===== config.mk =====
export PLATFORM = sky130hd
export DESIGN_NAME = crlf_line_assembler
export DESIGN_NICKNAME = d
export VERILOG_FILES = /design/src/hw/rtl/cla_pkg.sv /design/src/hw/rtl/cla_ram.sv /design/src/hw/rtl/cla_collect.sv /design/src/hw/rtl/cla_emit.sv /design/src/hw/rtl/crlf_line_assembler.sv
export VERILOG_INCLUDE_DIRS = /design/src /design/src/hw/rtl
export SDC_FILE = /design/constraint.sdc
export NUM_CORES = 1
export LEC_CHECK = 0
export BUFFER_PORTS_ARGS = -buffer_cell sky130_fd_sc_hd__buf_2
export CAP_MARGIN = 30
export CORE_UTILIZATION = 60
export DETAILED_ROUTE_END_ITERATION = 10
export GPL_TIMING_DRIVEN = 0
export HOLD_SLACK_MARGIN = 0.05
export PLACE_DENSITY = 0.73
export SYNTH_ARGS = -nofsm -noshare
export SYNTH_HDL_FRONTEND = slang
export SYNTH_SLANG_ARGS = --single-unit

===== constraint.sdc =====
create_clock -name clk -period 4.5 [get_ports clk]
set_clock_uncertainty 0.2 [all_clocks]
set_input_delay 0.9 -clock clk [delete_from_list [all_inputs] [get_ports clk]]
set_output_delay 0.9 -clock clk [all_outputs]
set_load 0.01 [all_outputs]

===== src/hw/rtl/crlf_line_assembler_defines.svh =====
// ---------------------------------------------------------------------------
// crlf_line_assembler_defines.svh
// Assertion macros used by the line assembler RTL.
// ---------------------------------------------------------------------------
`ifndef CRLF_LINE_ASSEMBLER_DEFINES_SVH
`define CRLF_LINE_ASSEMBLER_DEFINES_SVH

`ifndef SYNTH
// The antecedent implies the consequent in the same cycle.
`define CLA_ASSERT_SAME(label, ante, cons, msg) \
  label: assert property (@(posedge clk) disable iff (rst) (ante) |-> (cons)) \
    else $error(msg);
// The antecedent implies the consequent in the next cycle.
`define CLA_ASSERT_NEXT(label, ante, cons, msg) \
  label: assert property (@(posedge clk) disable iff (rst) (ante) |=> (cons)) \
    else $error(msg);
`else
`define CLA_ASSERT_SAME(label, ante, cons, msg)
`define CLA_ASSERT_NEXT(label, ante, cons, msg)
`endif

`endif


===== src/hw/rtl/cla_pkg.sv =====
// ---------------------------------------------------------------------------
// cla_pkg
// Types and character codes shared by the line assembler modules.
// ---------------------------------------------------------------------------
package cla_pkg;

  // Request function codes.
  localparam logic FUNC_BYTE    = 1'b0;
  localparam logic FUNC_RELEASE = 1'b1;

  // Line terminator characters.
  localparam logic [7:0] CH_CR = 8'h0D;
  localparam logic [7:0] CH_LF = 8'h0A;

  // Phase of the line under reception.
  typedef enum logic [2:0] {
    PH_IDLE     = 3'b001,
    PH_COLLECT  = 3'b010,
    PH_AFTER_CR = 3'b100
  } phase_t;

  // Read-out sequencer states.
  typedef enum logic [3:0] {
    ES_IDLE = 4'b0001,
    ES_READ = 4'b0010,
    ES_LOAD = 4'b0100,
    ES_HOLD = 4'b1000
  } emit_state_t;

endpackage


===== src/hw/rtl/cla_ram.sv =====
// ---------------------------------------------------------------------------
// cla_ram
// Generic RAM with one write port and one registered read port.
// ---------------------------------------------------------------------------
module cla_ram #(
  parameter int WIDTH = 8,
  parameter int DEPTH = 64
) (
  input  logic                     clk,
  input  logic                     we,
  input  logic [$clog2(DEPTH)-1:0] waddr,
  input  logic [WIDTH-1:0]         wdata,
  input  logic                     re,
  input  logic [$clog2(DEPTH)-1:0] raddr,
  output logic [WIDTH-1:0]         rdata
);

  logic [WIDTH-1:0] mem [DEPTH];

  always_ff @(posedge clk) begin
    if (we) begin
      mem[waddr] <= wdata;
    end
    if (re) begin
      rdata <= mem[raddr];
    end
  end

endmodule


===== src/hw/rtl/cla_collect.sv =====
// ---------------------------------------------------------------------------
// cla_collect
// Line phase, character count and pending flag; writes bytes to the store.
// ---------------------------------------------------------------------------
module cla_collect #(
  parameter int BUFFER_BYTES = 64
) (
  input  logic                            clk,
  input  logic                            rst,
  input  logic                            take,
  input  logic                            func,
  input  logic [7:0]                      rx_byte,
  output logic                            wr_en,
  output logic [$clog2(BUFFER_BYTES)-1:0] wr_addr,
  output logic [7:0]                      wr_data,
  output logic                            line_done,
  output logic [$clog2(BUFFER_BYTES)-1:0] line_len
);
  import cla_pkg::*;

  localparam int CW = $clog2(BUFFER_BYTES);

  phase_t        phase, phase_next;
  logic [CW-1:0] count, count_next;
  logic          pending, pending_next;

  always_comb begin
    phase_next   = phase;
    count_next   = count;
    pending_next = pending;
    wr_en        = 1'b0;
    wr_addr      = count;
    wr_data      = rx_byte;
    line_done    = 1'b0;
    if (take) begin
      if (func == FUNC_RELEASE) begin
        pending_next = 1'b0;
      end else begin
        case (phase)
          PH_IDLE: begin
            // The first byte is stored whatever it is, unless a line waits.
            if (!pending) begin
              wr_en      = 1'b1;
              wr_addr    = '0;
              count_next = CW'(1);
              phase_next = PH_COLLECT;
            end
          end
          PH_COLLECT: begin
            if (rx_byte == CH_CR) begin
              phase_next = PH_AFTER_CR;
            end else if (count != CW'(BUFFER_BYTES - 1)) begin
              wr_en      = 1'b1;
              count_next = count + CW'(1);
            end
          end
          PH_AFTER_CR: begin
            if (rx_byte == CH_LF) begin
              line_done    = 1'b1;
              count_next   = '0;
              phase_next   = PH_IDLE;
              pending_next = 1'b1;
            end
          end
          default: begin
            phase_next = phase;
          end
        endcase
      end
    end
  end

  assign line_len = count;

  always_ff @(posedge clk) begin
    if (rst) begin
      phase   <= PH_IDLE;
      count   <= '0;
      pending <= 1'b0;
    end else begin
      phase   <= phase_next;
      count   <= count_next;
      pending <= pending_next;
    end
  end

endmodule


===== src/hw/rtl/cla_emit.sv =====
// ---------------------------------------------------------------------------
// cla_emit
// Reads a finished line out of the store into the output register.
// ---------------------------------------------------------------------------
`include "crlf_line_assembler_defines.svh"

module cla_emit #(
  parameter int BUFFER_BYTES = 64
) (
  input  logic                            clk,
  input  logic                            rst,
  input  logic                            start,
  input  logic [$clog2(BUFFER_BYTES)-1:0] line_len,
  output logic                            busy,
  output logic                            rd_en,
  output logic [$clog2(BUFFER_BYTES)-1:0] rd_addr,
  input  logic [7:0]                      rd_data,
  output logic                            line_valid,
  input  logic                            line_ready,
  output logic [7:0]                      out_byte,
  output logic                            out_last
);
  import cla_pkg::*;

  localparam int CW = $clog2(BUFFER_BYTES);

  emit_state_t   state, state_next;
  logic [CW-1:0] rd_idx, rd_idx_next;
  logic [CW-1:0] len;

  always_comb begin
    state_next  = state;
    rd_idx_next = rd_idx;
    case (state)
      ES_IDLE: begin
        if (start) begin
          rd_idx_next = '0;
          state_next  = ES_READ;
        end
      end
      ES_READ: state_next = ES_LOAD;
      ES_LOAD: state_next = ES_HOLD;
      ES_HOLD: begin
        if (line_ready) begin
          if (out_last) begin
            state_next = ES_IDLE;
          end else begin
            rd_idx_next = rd_idx + CW'(1);
            state_next  = ES_READ;
          end
        end
      end
      default: state_next = ES_IDLE;
    endcase
  end

  assign busy       = (state != ES_IDLE);
  assign rd_en      = (state == ES_READ);
  assign rd_addr    = rd_idx;
  assign line_valid = (state == ES_HOLD);

  always_ff @(posedge clk) begin
    if (rst) begin
      state  <= ES_IDLE;
      rd_idx <= '0;
    end else begin
      state  <= state_next;
      rd_idx <= rd_idx_next;
    end
  end

  always_ff @(posedge clk) begin
    if (state == ES_IDLE && start) begin
      len <= line_len;
    end
    if (state == ES_LOAD) begin
      out_byte <= rd_data;
      out_last <= (rd_idx == len - CW'(1));
    end
  end

  // A finished line must never arrive while the previous one is read out.
  `CLA_ASSERT_SAME(a_start_when_idle, start, state == ES_IDLE, "line done while busy")
  // Every finished line holds at least one character.
  `CLA_ASSERT_SAME(a_len_nonzero, start, line_len != '0, "empty line finished")
  // The read index stays inside the line being read out.
  `CLA_ASSERT_SAME(a_idx_in_line, state == ES_LOAD, rd_idx < len, "read past line end")

endmodule


===== src/hw/rtl/crlf_line_assembler.sv =====
// ---------------------------------------------------------------------------
// crlf_line_assembler
// Assembles received bytes into CR LF terminated lines and reads them out.
// ---------------------------------------------------------------------------
// Usage: each request on the rx channel carries func and rx_byte. With func
// set to byte, rx_byte is a received character; with func set to release,
// the pending line flag is cleared. A kept character is written into the
// line store RAM when its byte is taken. A line opens with any byte while
// no line is pending, collects until a carriage return (at most
// BUFFER_BYTES-1 characters are kept, the rest are dropped), and is closed
// by the next line feed. The line feed starts the read-out: the line leaves
// on the line channel as out_byte, one character per request, with out_last
// set on the final one. Each character passes through a RAM read, a load of
// the output register and a hand-off; the first character is offered once
// the read-out sequencer reaches the hand-off. When the receiver stalls, the
// current character holds in the output register and rx_ready stays low
// until the final character is taken. Reset clears the phase, count and
// pending flag at once; the store needs no clearing.
// ---------------------------------------------------------------------------
module crlf_line_assembler #(
  parameter int BUFFER_BYTES = 64
) (
  input  logic       clk,
  input  logic       rst,
  input  logic       rx_valid,
  output logic       rx_ready,
  input  logic       func,
  input  logic [7:0] rx_byte,
  output logic       line_valid,
  input  logic       line_ready,
  output logic [7:0] out_byte,
  output logic       out_last
);
  import cla_pkg::*;

  localparam int CW = $clog2(BUFFER_BYTES);

  logic          take;
  logic          wr_en;
  logic [CW-1:0] wr_addr;
  logic [7:0]    wr_data;
  logic          line_done;
  logic [CW-1:0] line_len;
  logic          emit_busy;
  logic          rd_en;
  logic [CW-1:0] rd_addr;
  logic [7:0]    rd_data;

  // Requests are held off for the whole read-out of a finished line.
  assign rx_ready = !emit_busy;
  assign take     = rx_valid && rx_ready;

  cla_collect #(
    .BUFFER_BYTES(BUFFER_BYTES)
  ) u_collect (
    .clk       (clk),
    .rst       (rst),
    .take      (take),
    .func      (func),
    .rx_byte   (rx_byte),
    .wr_en     (wr_en),
    .wr_addr   (wr_addr),
    .wr_data   (wr_data),
    .line_done (line_done),
    .line_len  (line_len)
  );

  // Line store: written while collecting, read only during read-out.
  cla_ram #(
    .WIDTH(8),
    .DEPTH(BUFFER_BYTES)
  ) u_store (
    .clk   (clk),
    .we    (wr_en),
    .waddr (wr_addr),
    .wdata (wr_data),
    .re    (rd_en),
    .raddr (rd_addr),
    .rdata (rd_data)
  );

  cla_emit #(
    .BUFFER_BYTES(BUFFER_BYTES)
  ) u_emit (
    .clk        (clk),
    .rst        (rst),
    .start      (line_done),
    .line_len   (line_len),
    .busy       (emit_busy),
    .rd_en      (rd_en),
    .rd_addr    (rd_addr),
    .rd_data    (rd_data),
    .line_valid (line_valid),
    .line_ready (line_ready),
    .out_byte   (out_byte),
    .out_last   (out_last)
  );

endmodule

==> flow_summary.toml <==
[yosys]
synth_cell_types = 59
seq_area_frac_synth = 0.754
syn_avg_cell_area_um2 = 20.4
ys_async_sr_fraction = 0
yosysWarnings = 0
ys.flop_type = "edfxtp_1"
netlist_area_um2 = 21800
synth_edf_count = 535
netlist_instances = 1071
syn_nets = 1087
synth-seq-cells = 555

[place]
place.gp.congestion = 0.928
dpl.cell_count = 1566
place_ws_ns = 0.245
portBuffers = 23
dp_hpwl_um = 31000

[global_route]
grt_pass1_wl_um = 70500
overflow = 0
grt.total_usage = 0.270
grt_start_max_net_pins = 67
grt_pass1_vias = 10900
antenna_found_initial = 0

[floorplanning]
core_area_um2 = 35700
dieArea_um2 = 37100
die_w_um = 193
die_h_um = 193
initial_utilization = 0.612
io_pins = 24
rows = 69

[setup_path]
worst_path_max_delay_cell = "nor2_1"
r2r_start = "u_emit.state[3]"
regToRegEndpoint = "u_store.mem[10][1]"
arrival_ns = 3.87
cp-end-kind = "register"
critPathMaxFanout = 44
path_class = "input pin to register"
reg2reg_slack_ns = 0.79
r2r_cells = 5
slowest_delay_ns = 0.93
crit_required_ns = 4.50
crit_buf_inv = 3
path_delay_family = "simple AND/OR/NAND/NOR gates"
crit_chain = "buf_2, buf_12, nor4_1, nand4_1, a31o_2, buf_2, nand4_1, nor2_1"
start_kind = "input pin"

[clocking]
h-tree-depth = 2
cts_setup_buffers = 0
post_cts_resized = 0
ctsHoldBuffers = 0
insertion_delay_ns = 0.60
clock_path_buffers = 3
path_clk_slew_ns = 0.06
cts_sinks = 555
cts_made_buffers = 53
cts-root-buf = "clkbuf_16"
cts_tree = "yes"

[power]
peakVddDrop_mv = 0.309
powerDensity_nw_per_um2 = 425
power.leakage_uw = 0.00743

[detailed_routing]
drc = 2
dr.pass1.iters = 8
routedWlPerCell_um = 28.6
drt_iter0_drc = 1261
totalWireLength_um = 47600
num_vias = 11000
drt-vias-per-instance = 6.60
ant_nets = 0

[worst_hold_path]
hold_depth = 0
min_from = "u_store.rdata[1]"
hp-class = "register to register"
min_to = "u_emit.out_byte[1]"

[cells_and_area]
final_layout_size_suffix_gt1_frac = 0.243
area_growth_pct = 12.3
layout_common_cells = "535 x edfxtp_1, 135 x mux4_2, 91 x nor2_1"
finalNonFillerCells = 1665
nets = 1177
antenna_cells = 0
final_common_cell = "edfxtp_1"

[sta]
rsz0062_at_grt = "no"
setup_viol = 0
holdWs_ns = 0.223
fin_ws_ns = 0.633
fmax_mhz = 259
min_period_ns = 3.87
post-route-period-util = 0.859
hold_viol_final = 0
worst_pin_slew_ns = 0.949
slew_violations = 0
maxSlewHeadroom = 0.365

[outcome]
violations = "DRC"
outcome = "finished with violations"

[flow_run]
maxCapViolations = 0
power by group:
part / switching, µW / leakage, µW / internal, µW
registers: 4.14 / 0.00496 / 5660
clock network: 1860 / 0.000886 / 2740
logic: 122 / 0.00158 / 39.8
per-stage QoR:
step / total power (µW) / utilization / area (µm²) / TNS [ns]
after floorplan: 5820 / - / 21800 / 0
after global placement: 5920 / 0.632 / 22500 / -13.97
after detailed placement: 5930 / 0.636 / 22700 / 0
after CTS: 10500 / 0.687 / 24500 / 0
after global routing: 10700 / 0.688 / 24500 / 0
final: 10400 / 0.688 / 24500 / 0
state kept, by name, indices dropped and copies added (netlist names):
register            flops
u_store.mem           512
u_collect.pending       1
u_emit.len              6
u_collect.phase         3
u_collect.line_len      6
u_emit.rd_addr          6
u_emit.state            4
u_emit.out_last         1
u_emit.out_byte         8
u_store.rdata           8
synthesized netlist by cell type (all sizes together), types with 5 or more instances:
cell     count  area (µm²)
xor2         5        43.8
inv          6        22.5
nor3         7        35.0
edfxtp     535       16100
nand2       14        52.6
nor4b        5        65.1
o32ai        7        61.3
clkbuf      22        82.6
nor2b       17         106
nand2b       8        50.1
a2111oi      8        70.1
mux4       135        3040
a21o         7        52.6
nand4        8        50.1
mux2i       28         280
a21oi       15        75.1
dfxtp       20         400
buf         36         190
o21ai        7        35.0
o221ai      14         123
nor2        92         348
nand3b       8        63.8
and2         5        31.3
a22oi        7        52.6
nand3       11        55.1
per-layer routing:
layer,vias to the layer above,track usage,share of wire
li1,4634,-,-
met1,5716,0.384,0.40
met2,535,0.432,0.49
met3,103,0.0411,0.074
met4,0,0.0927,0.032
met5,-,0,0
cell type report:
type / count / area (µm²)
plain buffers: 58 / 273
clock buffers: 62 / 1400
flip-flops and latches: 555 / 16500
clock inverters: 36 / 403
repair buffers: 35 / 303
fillers: 2218 / 11100
multi-input cells: 452 / 5070
inverters: 6 / 22.5
well taps: 461 / 577
logic make-up (layout without fill, tap and decap cells):
family / Yosys count / in the layout / synth area share
multiplexers: 165 / 165 / 0.153
adder cells (fa/ha/maj): 3 / 3 / 0.00172
buffers and inverters: 64 / 197 / 0.0135
AND/OR/NAND/NOR: 190 / 190 / 0.0447
AO/OA/AOI/OAI: 86 / 86 / 0.0294
flip-flops: 555 / 555 / 0.754
XOR/XNOR: 8 / 8 / 0.00321
worst max-delay path by stage:
stage                    start            endpoint  slack [ns]  depth (start not counted)
floorplan           rx_byte[2]  u_store.mem[55][0]        1.51                          6
global placement    rx_byte[5]  u_store.mem[55][5]       -0.33                          7
detailed placement  rx_byte[4]  u_store.mem[10][4]        0.25                          8
CTS                 rx_byte[4]  u_store.mem[10][1]        0.76                          8
global route        rx_byte[4]  u_store.mem[10][1]        0.52                          8
finish              rx_byte[4]  u_store.mem[10][1]        0.63                          8
No activity file was read; power rests on OpenSTA's default activity.
